$ cat src/rtl/core/b2pcr_pkg.sv
// Shared constants, state encoding and control structs for the packet credit return block.
`default_nettype none
package b2pcr_pkg;

    localparam int QUEUE_DEPTH      = 16;
    localparam int MAX_PACKET_BYTES = 2048;

    localparam int PTR_W  = (QUEUE_DEPTH > 1) ? $clog2(QUEUE_DEPTH) : 1;
    localparam int CNT_W  = $clog2(QUEUE_DEPTH + 1);
    localparam int SIZE_W = $clog2(MAX_PACKET_BYTES + 1);

    localparam int AMOUNT_W  = 16;
    localparam int CREDITS_W = 5;
    localparam int HELD_W    = 5;
    localparam int HEAD_W    = 12;
    localparam int IN_DATA_W  = 16;
    localparam int OUT_DATA_W = 24;

    localparam logic FUNC_ARRIVAL = 1'b0;
    localparam logic FUNC_CONSUME = 1'b1;

    typedef enum logic [1:0] {
        ST_IDLE,
        ST_WALK,
        ST_DONE
    } state_t;

    typedef struct packed {
        logic load;     // take the accepted item into the datapath
        logic step;     // one consumption walk step
        logic capture;  // move the result into the output register
    } dp_cmd_t;

    typedef struct packed {
        logic left_zero;  // no consumed bytes remain to be applied
    } dp_status_t;

endpackage
`default_nettype wire

$ cat src/rtl/core/b2pcr_ctrl.sv
// Controller state machine: sequences accept, consumption walk and result hand-off.
`default_nettype none
module b2pcr_ctrl (
    input  wire logic                 clk,
    input  wire logic                 rst_n,
    input  wire logic                 s_tvalid,
    output logic                      s_tready,
    output logic                      m_tvalid,
    input  wire logic                 m_tready,
    output b2pcr_pkg::dp_cmd_t        cmd,
    input  wire b2pcr_pkg::dp_status_t status
);
    import b2pcr_pkg::*;

    state_t state_reg;
    state_t state_next;
    logic   m_tvalid_reg;
    logic   m_tvalid_next;
    logic   out_free;

    assign out_free = !m_tvalid_reg || m_tready;

    always_comb
    begin
        state_next = state_reg;
        unique case (state_reg)
            ST_IDLE:
            begin
                if (s_tvalid)
                begin
                    state_next = ST_WALK;
                end
            end
            ST_WALK:
            begin
                if (status.left_zero)
                begin
                    state_next = ST_DONE;
                end
            end
            ST_DONE:
            begin
                if (out_free)
                begin
                    state_next = ST_IDLE;
                end
            end
            default:
            begin
                state_next = ST_IDLE;
            end
        endcase
    end

    always_comb
    begin
        cmd = '0;
        s_tready = 1'b0;
        unique case (state_reg)
            ST_IDLE:
            begin
                s_tready = 1'b1;
                cmd.load = s_tvalid;
            end
            ST_WALK:
            begin
                cmd.step = !status.left_zero;
            end
            ST_DONE:
            begin
                cmd.capture = out_free;
            end
            default:
            begin
                cmd = '0;
            end
        endcase
    end

    always_comb
    begin
        if (cmd.capture)
        begin
            m_tvalid_next = 1'b1;
        end
        else if (m_tready)
        begin
            m_tvalid_next = 1'b0;
        end
        else
        begin
            m_tvalid_next = m_tvalid_reg;
        end
    end

    always_ff @(posedge clk or negedge rst_n)
    begin
        if (!rst_n)
        begin
            state_reg    <= ST_IDLE;
            m_tvalid_reg <= 1'b0;
        end
        else
        begin
            state_reg    <= state_next;
            m_tvalid_reg <= m_tvalid_next;
        end
    end

    assign m_tvalid = m_tvalid_reg;

endmodule
`default_nettype wire

$ cat src/rtl/core/b2pcr_dp.sv
// Datapath: size FIFO, pointers, occupancy, consumption walk and output register.
`default_nettype none
module b2pcr_dp (
    input  wire logic                                 clk,
    input  wire logic                                 rst_n,
    input  wire b2pcr_pkg::dp_cmd_t                   cmd,
    output b2pcr_pkg::dp_status_t                     status,
    input  wire logic                                 func,
    input  wire logic [b2pcr_pkg::AMOUNT_W-1:0]       amount,
    output logic [b2pcr_pkg::OUT_DATA_W-1:0]          out_data
);
    import b2pcr_pkg::*;

    logic [SIZE_W-1:0]   size_mem [QUEUE_DEPTH];

    logic [PTR_W-1:0]    head_reg, head_next;
    logic [PTR_W-1:0]    tail_reg, tail_next;
    logic [CNT_W-1:0]    occ_reg, occ_next;
    logic [AMOUNT_W-1:0] left_reg, left_next;
    logic [CNT_W-1:0]    credits_reg, credits_next;
    logic                dropped_reg, dropped_next;
    logic                over_reg, over_next;
    logic [OUT_DATA_W-1:0] out_reg;
    logic [SIZE_W-1:0]   head_rd_reg;

    logic                wr_en;
    logic [PTR_W-1:0]    wr_addr;
    logic [SIZE_W-1:0]   wr_data;
    logic [SIZE_W-1:0]   head_bytes;
    logic [SIZE_W-1:0]   head_shown;
    logic [SIZE_W-1:0]   sat_len;

    function automatic logic [PTR_W-1:0] next_slot(input logic [PTR_W-1:0] p);
        logic [PTR_W-1:0] r;
        if (p == PTR_W'(QUEUE_DEPTH - 1))
        begin
            r = '0;
        end
        else
        begin
            r = p + PTR_W'(1);
        end
        return r;
    endfunction

    assign head_bytes = head_rd_reg;
    assign sat_len = (amount > AMOUNT_W'(MAX_PACKET_BYTES)) ?
                     SIZE_W'(MAX_PACKET_BYTES) : SIZE_W'(amount);
    assign head_shown = (occ_reg == '0) ? '0 : head_bytes;
    assign status.left_zero = (left_reg == '0);

    always_comb
    begin
        head_next    = head_reg;
        tail_next    = tail_reg;
        occ_next     = occ_reg;
        left_next    = left_reg;
        credits_next = credits_reg;
        dropped_next = dropped_reg;
        over_next    = over_reg;
        wr_en        = 1'b0;
        wr_addr      = tail_reg;
        wr_data      = sat_len;
        if (cmd.load)
        begin
            credits_next = '0;
            dropped_next = 1'b0;
            over_next    = 1'b0;
            left_next    = '0;
            if (func == FUNC_CONSUME)
            begin
                left_next = amount;
            end
            else if (amount == '0)
            begin
                credits_next = CNT_W'(1);
            end
            else if (occ_reg == CNT_W'(QUEUE_DEPTH))
            begin
                dropped_next = 1'b1;
            end
            else
            begin
                wr_en     = 1'b1;
                tail_next = next_slot(tail_reg);
                occ_next  = occ_reg + CNT_W'(1);
            end
        end
        else if (cmd.step)
        begin
            if (occ_reg == '0)
            begin
                // Consumed bytes beyond everything queued are discarded.
                over_next = 1'b1;
                left_next = '0;
            end
            else if (left_reg >= AMOUNT_W'(head_bytes))
            begin
                left_next    = left_reg - AMOUNT_W'(head_bytes);
                head_next    = next_slot(head_reg);
                occ_next     = occ_reg - CNT_W'(1);
                credits_next = credits_reg + CNT_W'(1);
            end
            else
            begin
                wr_en     = 1'b1;
                wr_addr   = head_reg;
                wr_data   = head_bytes - SIZE_W'(left_reg);
                left_next = '0;
            end
        end
    end

    // The head read register follows the next head address, so it always holds
    // the current head entry; a write to that same entry is passed straight in.
    always_ff @(posedge clk)
    begin
        if (wr_en)
        begin
            size_mem[wr_addr] <= wr_data;
        end
        if (wr_en && (wr_addr == head_next))
        begin
            head_rd_reg <= wr_data;
        end
        else
        begin
            head_rd_reg <= size_mem[head_next];
        end
    end

    always_ff @(posedge clk or negedge rst_n)
    begin
        if (!rst_n)
        begin
            head_reg <= '0;
            tail_reg <= '0;
            occ_reg  <= '0;
            left_reg <= '0;
        end
        else
        begin
            head_reg <= head_next;
            tail_reg <= tail_next;
            occ_reg  <= occ_next;
            left_reg <= left_next;
        end
    end

    always_ff @(posedge clk)
    begin
        credits_reg <= credits_next;
        dropped_reg <= dropped_next;
        over_reg    <= over_next;
        if (cmd.capture)
        begin
            out_reg <= {HEAD_W'(head_shown), HELD_W'(occ_reg), over_reg, dropped_reg,
                        CREDITS_W'(credits_reg)};
        end
    end

    assign out_data = out_reg;

endmodule
`default_nettype wire

$ cat src/rtl/core/byte_to_packet_credit_return.sv
// Top level of the byte-to-packet credit return block.
// An accepted item passes through ST_WALK and ST_DONE before m_tvalid rises; a consumption
// takes N walk steps in ST_WALK, N at most QUEUE_DEPTH + 1, and an arrival takes none,
// one FIFO entry per cycle through the single head read port of the size FIFO.
// One item at a time: a new item is not accepted until the result is captured,
// and a result that waits holds the next item back.
// Reset clears pointers, occupancy and handshake state; FIFO contents stay unknown.
`default_nettype none
module byte_to_packet_credit_return (
    input  wire logic        clk,
    input  wire logic        rst_n,
    input  wire logic        s_tvalid,
    output logic             s_tready,
    input  wire logic [15:0] s_tdata,   // [15:0] amount
    input  wire logic        s_tuser,   // [0] func
    output logic             m_tvalid,
    input  wire logic        m_tready,
    output logic [23:0]      m_tdata    // [4:0] credits_returned, [5] entry_dropped,
                                        // [6] overconsumed, [11:7] packets_held,
                                        // [23:12] head_remaining
);
    import b2pcr_pkg::*;

    dp_cmd_t    cmd;
    dp_status_t status;

    b2pcr_ctrl u_ctrl (
        .clk      (clk),
        .rst_n    (rst_n),
        .s_tvalid (s_tvalid),
        .s_tready (s_tready),
        .m_tvalid (m_tvalid),
        .m_tready (m_tready),
        .cmd      (cmd),
        .status   (status)
    );

    b2pcr_dp u_dp (
        .clk      (clk),
        .rst_n    (rst_n),
        .cmd      (cmd),
        .status   (status),
        .func     (s_tuser),
        .amount   (s_tdata[AMOUNT_W-1:0]),
        .out_data (m_tdata)
    );

endmodule
`default_nettype wire

$ cat config.mk
export PLATFORM = sky130hd
export DESIGN_NAME = byte_to_packet_credit_return
export DESIGN_NICKNAME = d
export VERILOG_FILES = /design/src/rtl/core/b2pcr_pkg.sv /design/src/rtl/core/b2pcr_ctrl.sv /design/src/rtl/core/b2pcr_dp.sv /design/src/rtl/core/byte_to_packet_credit_return.sv
export SDC_FILE = /design/constraint.sdc
export NUM_CORES = 1
export LEC_CHECK = 0
export BUFFER_PORTS_ARGS = -buffer_cell sky130_fd_sc_hd__buf_2
export CORE_UTILIZATION = 35
export CTS_CLUSTER_SIZE = 30
export DETAILED_ROUTE_END_ITERATION = 6
export PLACE_DENSITY_LB_ADDON = 0.08
export RECOVER_POWER = 50
export SYNTH_ARGS = -nofsm -noshare
export SYNTH_HDL_FRONTEND = slang
export SYNTH_SLANG_ARGS = --single-unit
$ cat constraint.sdc
create_clock -name clk -period 10.6 [get_ports clk]
set_clock_uncertainty 0.15 [all_clocks]
set_input_delay 0.53 -clock clk [delete_from_list [all_inputs] [get_ports clk]]
set_output_delay 0.53 -clock clk [all_outputs]
set_load 0.01 [all_outputs]
==> summary.txt, run 1 <==
Logic synthesis
  • Syn Nets: 764
  • EDFF count, synth: around 220
  • Mapped Area: ~12000 um2
  • FFs w/ async S/R, synth: 0.1236
  • Synth Flop Type: edfxtp_1
  • Unique cell type count in the Yosys netlist: 66
  • Post-synthesis cell count: a little over 700
  • Sequential area share after synthesis: 0.6577
  • Mean Syn Cell Area: between 15 and 20 um2
  • Syn. warnings: 0
  • FF+latch count, synth: 259

Clocking
  • H-tree Lvls: 1
  • Clk Latency, worst-skew pair: 550 ps
  • Clock buffer depth: 3
  • CTS buffer count: 29
  • Clock Sinks: 259
  • CTS tree: built
  • Clk root buf: clkbuf_16
  • Post-CTS sizing: 0
  • Worst-path clk slew: 60 ps

Die
  • Die Ht: roughly 180 um
  • Die Area: ~34000 um2
  • Num rows: 66
  • Total core area: 32450 um2
  • Initial Utilization: 0.3545
  • Io pins: between 40 and 50
  • Die width: about 180 um

Detailed routing
  • Routed via count: 6767
  • Vias/cell: ~5.4
  • Final wirelength: between 20 and 30 mm
  • DRT Pass-1 Iters: 5
  • Post-route ant nets: 0
  • Wire per inst: 23.48 um
  • DR DRC count: 0
  • DR iter-0 viols: between 500 and 600

Power and ir drop
  • Combinational Power Share: 0.464
  • Power share of the clock group: 0.198
  • Leakage Power: approximately 4.5 nW
  • VDD IR max: ~0.00019 V
  • Switching part of the total: 0.3853
  • Power Density: 354.3 nW/um2
  • Seq pwr share: 0.338
  • Net Switching: 1.796 mW
  • Int Pwr: 2.865 mW

Layout
  • Commonest cells after routing, fill and taps aside: edfxtp_1 (222), mux4_2 (60), clkbuf_1 (54)
  • Layout cells sized above 1: 0.1904
  • Commonest non-fill, non-tap cell in the layout: edfxtp_1
  • Ant. Diodes: 0
  • Non-Filler Instances: 1251
  • Final nets: 840
  • Max reg flops: ~190
  • Area delta synth->final: 14.35%

Outcome
  • Status: finished with violations
  • Violated checks: capacitance limit, slew limit

STA
  • Setup_tns: 0 ps
  • Fin crit share: 0.7009
  • Fmax: approximately 130 MHz
  • Worst slew pin tran: 3344 ps
  • Slew Viols, Final: 82
  • Relative slew slack: -1.232
  • Endpoints failing setup: 0
  • Setup repair after global routing missed its margin: false
  • Final hold viol count: 0
  • Minimum clock period: 7430 ps

Critical path
  • CP Capture Type: flop
  • Startpoint types: flop
  • CP bufs+invs: 2
  • Worst Path Arrival: 7430 ps
  • Critical Path RT: 10600 ps
  • CP delay by family, top: flip-flops
  • Crit path kind: reg2reg
  • Crit-path most repeated cell: mux4_2
  • Slowest stage cell, crit path: dfxtp_1
  • Crit path max fanout: 48
  • CP peak stage delay: between 2000 and 3000 ps
  • CP cell instances: mux4_2 -> mux4_2 -> inv_1 -> ha_1 -> a21o_1 -> or3_1 -> o21ba_1 -> a21boi_4 -> nand4b_1 -> o22ai_1 -> clkbuf_1

Global routing
  • Number of global-route vias before repair: 6750
  • First-pass GRT wire length: 43.78 mm
  • Largest net degree at the start of global routing: 49
  • Antenna violations before repair: 0
  • GRT Util Overall: 0.1783
  • Grt total ovfl: 0

Placed design
  • Routability cong.: roughly 0.84
  • DP HPWL: 18.88 mm
  • Cell count after placement: about 1200
  • Buffers on Ports: 46

Worst hold path
  • Hold Path Class: in2reg

Job
  • Max cap viols: 2
power by group through the flow:
stage               logic (mW)  clock network, mW  registers (mW)
floorplan                 1.65                  0            1.50
global placement          2.14                  0            1.60
detailed placement        2.16                  0            1.60
CTS                       2.17              0.951            1.58
global route              2.37              0.986            1.60
finish                    2.16              0.922            1.57
cells in the mapped netlist, drive strengths merged (6+ instances only):
| master | instances | area [um2] |
|---|---|---|
| o22ai | 13 | 81.33 |
| nand3 | 23 | 115.1 |
| mux4 | 60 | 1351 |
| nand2b | 10 | 62.56 |
| dfrtp | 32 | 800.8 |
| inv | 33 | 123.9 |
| nand2 | 24 | 100.1 |
| a21oi | 29 | 148.9 |
| buf | 13 | 72.56 |
| nor4 | 8 | 50.05 |
| edfxtp | 222 | 6666 |
| o21ai | 24 | 120.1 |
| nor2b | 6 | 37.54 |
| ha | 29 | 362.9 |
| nor2 | 31 | 121.4 |
| xnor2 | 19 | 166.4 |
| a221oi | 8 | 76.32 |
| or3 | 7 | 53.80 |
| clkbuf | 21 | 78.83 |
| nor3 | 14 | 70.07 |
| xor2 | 9 | 78.83 |
layout make-up:
| type | instances | area, um2 |
|---|---|---|
| clock inverters | 10 | 90.09 |
| multi-input cells | 385 | 3643 |
| fillers | 3013 | 19300 |
| well taps | 442 | 553.0 |
| clock buffers | 43 | 778.2 |
| inverters | 33 | 123.9 |
| flip-flops and latches | 259 | 7569 |
| repair buffers | 79 | 400.4 |
kinds of logic (layout without fill, tap and decap cells):
group	count (synthesis)	in the layout	synth area share
buffers and inverters	67	165	0.02392
DFF	259	259	0.6577
and+or+nand+nor	140	140	0.06394
AOI/OAI and AO/OA	119	119	0.07319
adders and majority gates	32	32	0.03676
muxes	66	66	0.1232
xor gates and xnor gates	28	28	0.02131
per-layer routing:
metal	track usage	vias up	wire (um)
met5	0	-	0
li1	-	2966	-
met4	0.05700	0	968
met2	0.2928	252	14070
met1	0.2431	3493	12580
met3	0.02760	56	1749
per-stage QoR:
stage               hold slack (ps)  setup WS (ps)  power [mW]  cell area (um2)  utilization
floorplan                     84.41           5799       3.145            11510            -
global placement              255.0           5192       3.733            12390       0.3817
detailed placement            259.8           5152       3.757            12390       0.3817
CTS                           57.92           5100       4.700            13270       0.4088
global route                  98.29           2570       4.959            13160       0.4054
finish                        83.62           3170       4.661            13160       0.4054
worst register-to-register path: stages (launching register included):
cell      delay (ps)
dfxtp_1         2590
mux4_2           770
mux4_2           520
inv_1            110
ha_1             330
a21o_1           200
or3_1            330
o21ba_1          260
a21boi_4         340
nand4b_1         260
o22ai_1          220
clkbuf_1         950
worst paths after layout:
kind | from | to | slack (ps) | cells past startpoint
max reg2reg | flop | u_dp.size_mem[13][2] | 3170 | 11
min in group asynchronous | rst_n | u_ctrl.m_tvalid | 1000 | 2
min | s_tdata[15] | u_dp.left_reg[15] | 80 | 3
min reg2reg | u_dp.dropped_reg | u_dp.out_data[5] | 270 | 0
max in group asynchronous | rst_n | u_dp.tail_reg[3] | 8060 | 2
max | flop | u_dp.size_mem[13][2] | 3170 | 11
timing repair:
action | in CTS | in global routing
hold buffers | 1 | 0
endpoints found under the setup margin | 0 | 0
buffers inserted | 0 | 0
hold endpoints to repair | 32 | 0
(Power assumes the default switching activity.)
==> inputs of run 2 (changes only) <==
==> constraint.sdc (replaced) <==
create_clock -name clk -period 7.4 [get_ports clk]
set_clock_uncertainty 0.15 [all_clocks]
set_input_delay 0.37 -clock clk [delete_from_list [all_inputs] [get_ports clk]]
set_output_delay 0.37 -clock clk [all_outputs]
set_load 0.01 [all_outputs]
==> summary.txt, run 2 (synthesized netlist as in run 1, its figures left out) <==
Detailed routing
  • Post-route ant nets: 0 (unchanged)
  • DR iter-0 viols: 486 (-12%)
  • Final wirelength: 29.76 mm (+1.3%)
  • Routed via count: 6707 (-0.89%)
  • DR DRC count: 0 (unchanged)
  • Vias/cell: 5.289 (-2.2%)
  • Wire per inst: 23.47 um (about the same)
  • DRT Pass-1 Iters: 5 (unchanged)

Worst hold path
  • Hold path endpoint: u_dp.dropped_reg
  • Hold Path Class: in2reg
  • Min-Delay Startpoint: s_tuser
  • Hold Path Stages: 2 (-1)

STA
  • Slew Viols, Final: 33 (-60%)
  • Relative slew slack: -0.4446 (+0.7876)
  • Endpoints failing setup: 0 (unchanged)
  • Minimum clock period: 5991 ps (-1439 ps)
  • Fin crit share: 0.8096 (+0.1087)
  • Setup_tns: 0 ps (unchanged)
  • Fmax: 166.9 MHz (+24%)
  • Setup repair after global routing missed its margin: false
  • Final hold viol count: 0 (unchanged)
  • Worst slew pin tran: 2167 ps (-1177 ps)

Global routing
  • GRT Util Overall: 0.1789 (+0.0006136)
  • Largest net degree at the start of global routing: 49 (unchanged)
  • Number of global-route vias before repair: 6932 (+2.7%)
  • First-pass GRT wire length: 43.95 mm (+0.38%)
  • Antenna violations before repair: 0 (unchanged)
  • Grt total ovfl: 0 (unchanged)

Critical path
  • CP bufs+invs: 2 (unchanged)
  • Worst Path Arrival: 6100 ps (-1330 ps)
  • Startpoint types: flop
  • CP peak stage delay: 800 ps (-1790 ps)
  • Slowest stage cell, crit path: dfxtp_2
  • Crit path max fanout: 25 (-48%)
  • Reg-to-reg slack, setup: 1410 ps (-1760 ps)
  • Reg2Reg Depth: 13 (+2)
  • RR Endpoint: u_dp.size_mem[14][0]
  • Crit-path most repeated cell: mux4_2
  • CP Capture Type: flop
  • Critical Path RT: 7510 ps (-3090 ps)
  • CP delay by family, top: buffers and inverters
  • Crit path kind: reg2reg
  • CP cell instances: buf_4 -> mux4_2 -> mux4_2 -> ha_1 -> fa_1 -> nand2b_1 -> a21oi_1 -> o21ba_1 -> a21boi_4 -> nand2_1 -> nand3_1 -> o21ai_0 -> clkbuf_1

Die
  • Die Ht: 183.3 um (unchanged)
  • Num rows: 66 (unchanged)
  • Die width: 183.3 um (unchanged)
  • Io pins: 47 (unchanged)
  • Initial Utilization: 0.3545 (unchanged)
  • Total core area: 32450 um2 (unchanged)
  • Die Area: 33600 um2 (unchanged)

Placed design
  • DP HPWL: 19.28 mm (+2.1%)
  • Buffers on Ports: 46 (unchanged)
  • Cell count after placement: 1197 (unchanged)
  • Routability cong.: 0.8328 (-0.56%)

Layout
  • Ant. Diodes: 0 (unchanged)
  • Layout cells sized above 1: 0.1985 (+0.008189)
  • Non-Filler Instances: 1268 (+1.4%)
  • Max reg flops: 192 (unchanged)
  • Final nets: 855 (+1.8%)
  • # fillers: 2979 (-1.1%)
  • Area delta synth->final: 17.28%
  • Commonest non-fill, non-tap cell in the layout: edfxtp_1
  • Commonest cells after routing, fill and taps aside: edfxtp_1 (222), mux4_2 (60), clkbuf_1 (44)

Clocking
  • Postcts setup bufs: 0 (unchanged)
  • CTS buffer count: 31 (+6.9%)
  • H-tree Lvls: 1 (unchanged)
  • Clock Sinks: 259 (unchanged)
  • Clk root buf: clkbuf_16
  • Post-CTS Hold Buffers: 14 (+13)
  • CTS tree: built
  • Post-CTS sizing: 0 (unchanged)
  • Worst-path clk slew: 60 ps (about the same)
  • Clk Latency, worst-skew pair: 570 ps (+20 ps)
  • Clock buffer depth: 3 (unchanged)

Outcome
  • Status: finished with violations
  • Violated checks: capacitance limit, slew limit

Power and ir drop
  • Power Density: 513.8 nW/um2 (+45%)
  • Leakage Power: 4.603 nW (+3.4%)
  • VDD IR max: 0.0001902 V (-0.10%)

Job
  • Max cap viols: 1 (-1)
-- run 2: cell count changes in the layout (fill, tap and decap cells not counted) --
cell           previous run  this run
nand2_4                   1         0
nand2_1                  23        24
inv_6                     0         1
clkinvlp_4                0         2
dfxtp_1                   4         3
dfxtp_4                   0         1
clkinv_1                  3         7
clkbuf_1                 54        44
clkbuf_16                29        31
dlygate4sd3_1             1        14
clkinv_2                  4         3
bufinv_16                 1         6
clkbuf_8                  0         1
-- run 2: how the worst max path moves through the flow --
stage,start,endpoint,depth (start not counted)
global placement,flop,u_dp.size_mem[12][2],12
finish,flop,u_dp.size_mem[14][0],13
floorplan,flop,u_dp.size_mem[0][11],14
detailed placement,flop,u_dp.size_mem[1][4],11
global route,flop,u_dp.size_mem[14][0],12
CTS,flop,u_dp.size_mem[1][4],11
-- run 2: layout make-up --
class                           count  area, um2  share of cell area
Sequential cell                   259       7572              0.5611
Multi-Input combinational cell    385       3636              0.2694
Clock buffer                       36      804.5             0.05962
Tap cell                          442      553.0             0.04098
Timing Repair Buffer               92      530.5             0.03931
Clock inverter                     21      274.0             0.02031
Inverter                           33      123.9            0.009179
-- run 2: where the power goes --
part	internal (mW)	switching (mW)	total, mW	leakage [nW]
Clock	0.987	0.600	1.59	0.520
Sequential	2.02	0.270	2.29	2.45
Combinational	1.31	1.75	3.05	1.64
Total	4.32	2.62	6.93	4.60
-- run 2: stage by stage --
step / area [um2] / utilization / worst slack (ps) / total power, mW / hold WS (ps)
2_1_floorplan: 11510 / - / 2599 / 4.505 / -75.59
3_3_place_gp: 12390 / 0.3817 / 1993 / 5.348 / 253.4
3_5_place_dp: 12390 / 0.3817 / 1860 / 5.404 / 258.9
4_1_cts: 13610 / 0.4193 / 1849 / 7.026 / 9.703
5_1_grt: 13490 / 0.4158 / 990.7 / 7.327 / 42.04
6_report: 13490 / 0.4158 / 1409 / 6.933 / 38.34
-- run 2: metal layers --
layer,part of all wire,GRT usage,vias up
met5,0,0,-
met4,0.031,0.05700,0
met3,0.048,0.02780,56
met2,0.48,0.2978,200
met1,0.44,0.2404,3458
li1,-,-,2993
==> inputs of run 3 (changes only) <==
==> constraint.sdc (replaced) <==
create_clock -name clk -period 6.15 [get_ports clk]
set_clock_uncertainty 0.15 [all_clocks]
set_input_delay 0.3075 -clock clk [delete_from_list [all_inputs] [get_ports clk]]
set_output_delay 0.3075 -clock clk [all_outputs]
set_load 0.01 [all_outputs]
==> summary.txt, run 3 (synthesized netlist as in run 1, its figures left out) <==
STA
  • Final hold viol count: 0 (unchanged)
  • Endpoints failing setup: 0 (unchanged)
  • Relative slew slack: -0.3346 (+0.1100)
  • Fmax: 183.7 MHz (+10%)
  • Worst slew pin tran: 2002 ps (-165.0 ps)
  • Setup repair after global routing missed its margin: false
  • Fin crit share: 0.8852 (+0.07561)
  • Setup_tns: 0 ps (unchanged)
  • Slew Viols, Final: 58 (+76%)
  • Minimum clock period: 5444 ps (-547.0 ps)

Power and ir drop
  • VDD IR max: 0.0002438 V (+28%)
  • Switching part of the total: 0.3791 (+0.001609)
  • Seq pwr share: 0.327 (-0.004)
  • Power share of the clock group: 0.217 (-0.012)
  • Power Density: 608.1 nW/um2 (+18%)
  • Combinational Power Share: 0.456 (+0.016)
  • Int Pwr: 5.102 mW (+18%)
  • Leakage Power: 4.628 nW (+0.54%)
  • Net Switching: 3.116 mW (+19%)

Global routing
  • M2 GR Usage: 0.3021 (+0.004259)
  • GRT Util Overall: 0.1799 (+0.0009948)
  • Largest net degree at the start of global routing: 33 (-33%)
  • Antenna violations before repair: 0 (unchanged)
  • Busiest layer in global routing: met2
  • Met3 GRT Util: 0.02164 (-0.006156)
  • First-pass GRT wire length: 44.30 mm (+0.80%)
  • Number of global-route vias before repair: 7006 (+1.1%)
  • Grt total ovfl: 0 (unchanged)
  • Routing usage on met1: 0.2467 (+0.006395)

Placed design
  • Post-DP Area: 12440 um2 (+0.40%)
  • Buffers on Ports: 46 (unchanged)
  • Routability cong.: 0.9274 (+11%)
  • DP HPWL: 19.65 mm (+1.9%)

Detailed routing
  • Post-route ant nets: 0 (unchanged)
  • Routed via count: 6759 (+0.78%)
  • Final wirelength: 29.64 mm (-0.40%)
  • DR DRC count: 0 (unchanged)
  • Wire per inst: 23.21 um (-1.1%)
  • DRT Pass-1 Iters: 5 (unchanged)
  • Vias/cell: 5.293 (about the same)
  • DR iter-0 viols: 466 (-4.1%)

Critical path
  • Crit path max fanout: 25 (unchanged)
  • Worst Path Arrival: 5550 ps (-550 ps)
  • Critical Path RT: 6250 ps (-1260 ps)
  • Crit path kind: reg2reg
  • Startpoint types: flop
  • CP Capture Type: flop

Clocking
  • Post-CTS Hold Buffers: 19 (+5)
  • Clock buffer depth: 3 (unchanged)
  • Clk root buf: clkbuf_16
  • CTS buffer count: 29 (-6.5%)
  • CTS tree: built
  • Clk Latency, worst-skew pair: 550 ps (-20 ps)
  • H-tree Lvls: 1 (unchanged)
  • Post-CTS sizing: 0 (unchanged)
  • Worst-path clk slew: 60 ps (about the same)
  • Postcts setup bufs: 0 (unchanged)
  • Clock Sinks: 259 (unchanged)

Layout
  • Max reg flops: 192 (unchanged)
  • Area delta synth->final: 17.45%
  • Layout cells sized above 1: 0.2144 (+0.01582)
  • Final nets: 865 (+1.2%)
  • Commonest cells after routing, fill and taps aside: edfxtp_1 (222), mux4_2 (60), clkbuf_1 (38)
  • Finished Cell Area: 13510 um2 (+0.15%)
  • Commonest non-fill, non-tap cell in the layout: edfxtp_1
  • Ant. Diodes: 0 (unchanged)

Die
  • Io pins: 47 (unchanged)
  • Die Ht: 183.3 um (unchanged)
  • Die width: 183.3 um (unchanged)
  • Die Area: 33600 um2 (unchanged)
  • Num rows: 66 (unchanged)
  • Total core area: 32450 um2 (unchanged)
  • Initial Utilization: 0.3545 (unchanged)

Outcome
  • Violated checks: capacitance limit, slew limit
  • Status: finished with violations

Job
  • Max cap viols: 2 (+1)

Worst hold path
  • Hold Path Class: in2reg
[run 3: changes by cell type in the layout (fill, tap and decap cells not counted), sizes merged]
cell	delta
buf	+6
clkbuf	-3
clkinvlp	+3
dlygate4sd3	+5
bufinv	-1
inv	-1
[run 3: worst paths after layout]
path                                       start             endpoint  slack, ps  cells after the start
worst min register to register  u_dp.dropped_reg     u_dp.out_data[5]        270                      0
worst min-delay path                    s_tvalid                 flop        220                      4
worst max register to register              flop  u_dp.size_mem[3][1]        710                     13
min in group asynchronous                  rst_n      u_dp.occ_reg[0]        720                      2
max in group asynchronous                  rst_n     u_dp.left_reg[3]       3980                      2
worst max-delay path                        flop  u_dp.size_mem[3][1]        710                     13
[run 3: area by class of cell]
type,instances,area (um2)
Tap cell,442,553.0
Multi-Input combinational cell,385,3643
Inverter,33,123.9
Timing Repair Buffer,104,634.4
Clock inverter,22,251.5
Clock buffer,32,737.0
Sequential cell,259,7571
Fill cell,2958,18940
[run 3: per-stage QoR]
stage / util / setup WS, ps / hold WS [ps] / power (mW) / std cells
2_1_floorplan: - / 1349 / -138.1 / 5.421 / 711
3_3_place_gp: 0.3833 / 970.4 / 256.9 / 6.465 / 1204
3_5_place_dp: 0.3833 / 835.3 / 255.4 / 6.514 / 1204
4_1_cts: 0.4196 / 816.8 / 103.3 / 8.312 / 1277
5_1_grt: 0.4164 / 383.8 / 240.6 / 8.728 / 1277
6_report: 0.4164 / 705.9 / 224.6 / 8.218 / 1277
[run 3: critical path: stages (launching register included)]
cell and delay (ps):
dfxtp_1 950, buf_4 380, mux4_2 360, mux4_2 550, ha_1 270, fa_1 470
nand2b_1 210, a21oi_1 280, o21ba_1 310, a21boi_4 130, nand2_4 240, nand3_1 110
o21ai_0 120, clkbuf_1 580
[run 3: power groups by stage]
stage                     registers (mW)  clock network [mW]  logic [mW]
final                               2.69                1.78        3.75
after CTS                           2.69                1.82        3.80
after detailed placement            2.73                   0        3.79
after global routing                2.73                1.88        4.11
after floorplan                     2.58                   0        2.84
after global placement              2.72                   0        3.74
[run 3: per-layer routing]
layer | part of all wire | up-vias
li1 | - | 3013
met1 | 0.45 | 3511
met2 | 0.48 | 184
met3 | 0.040 | 51
met4 | 0.025 | 0
met5 | 0 | -
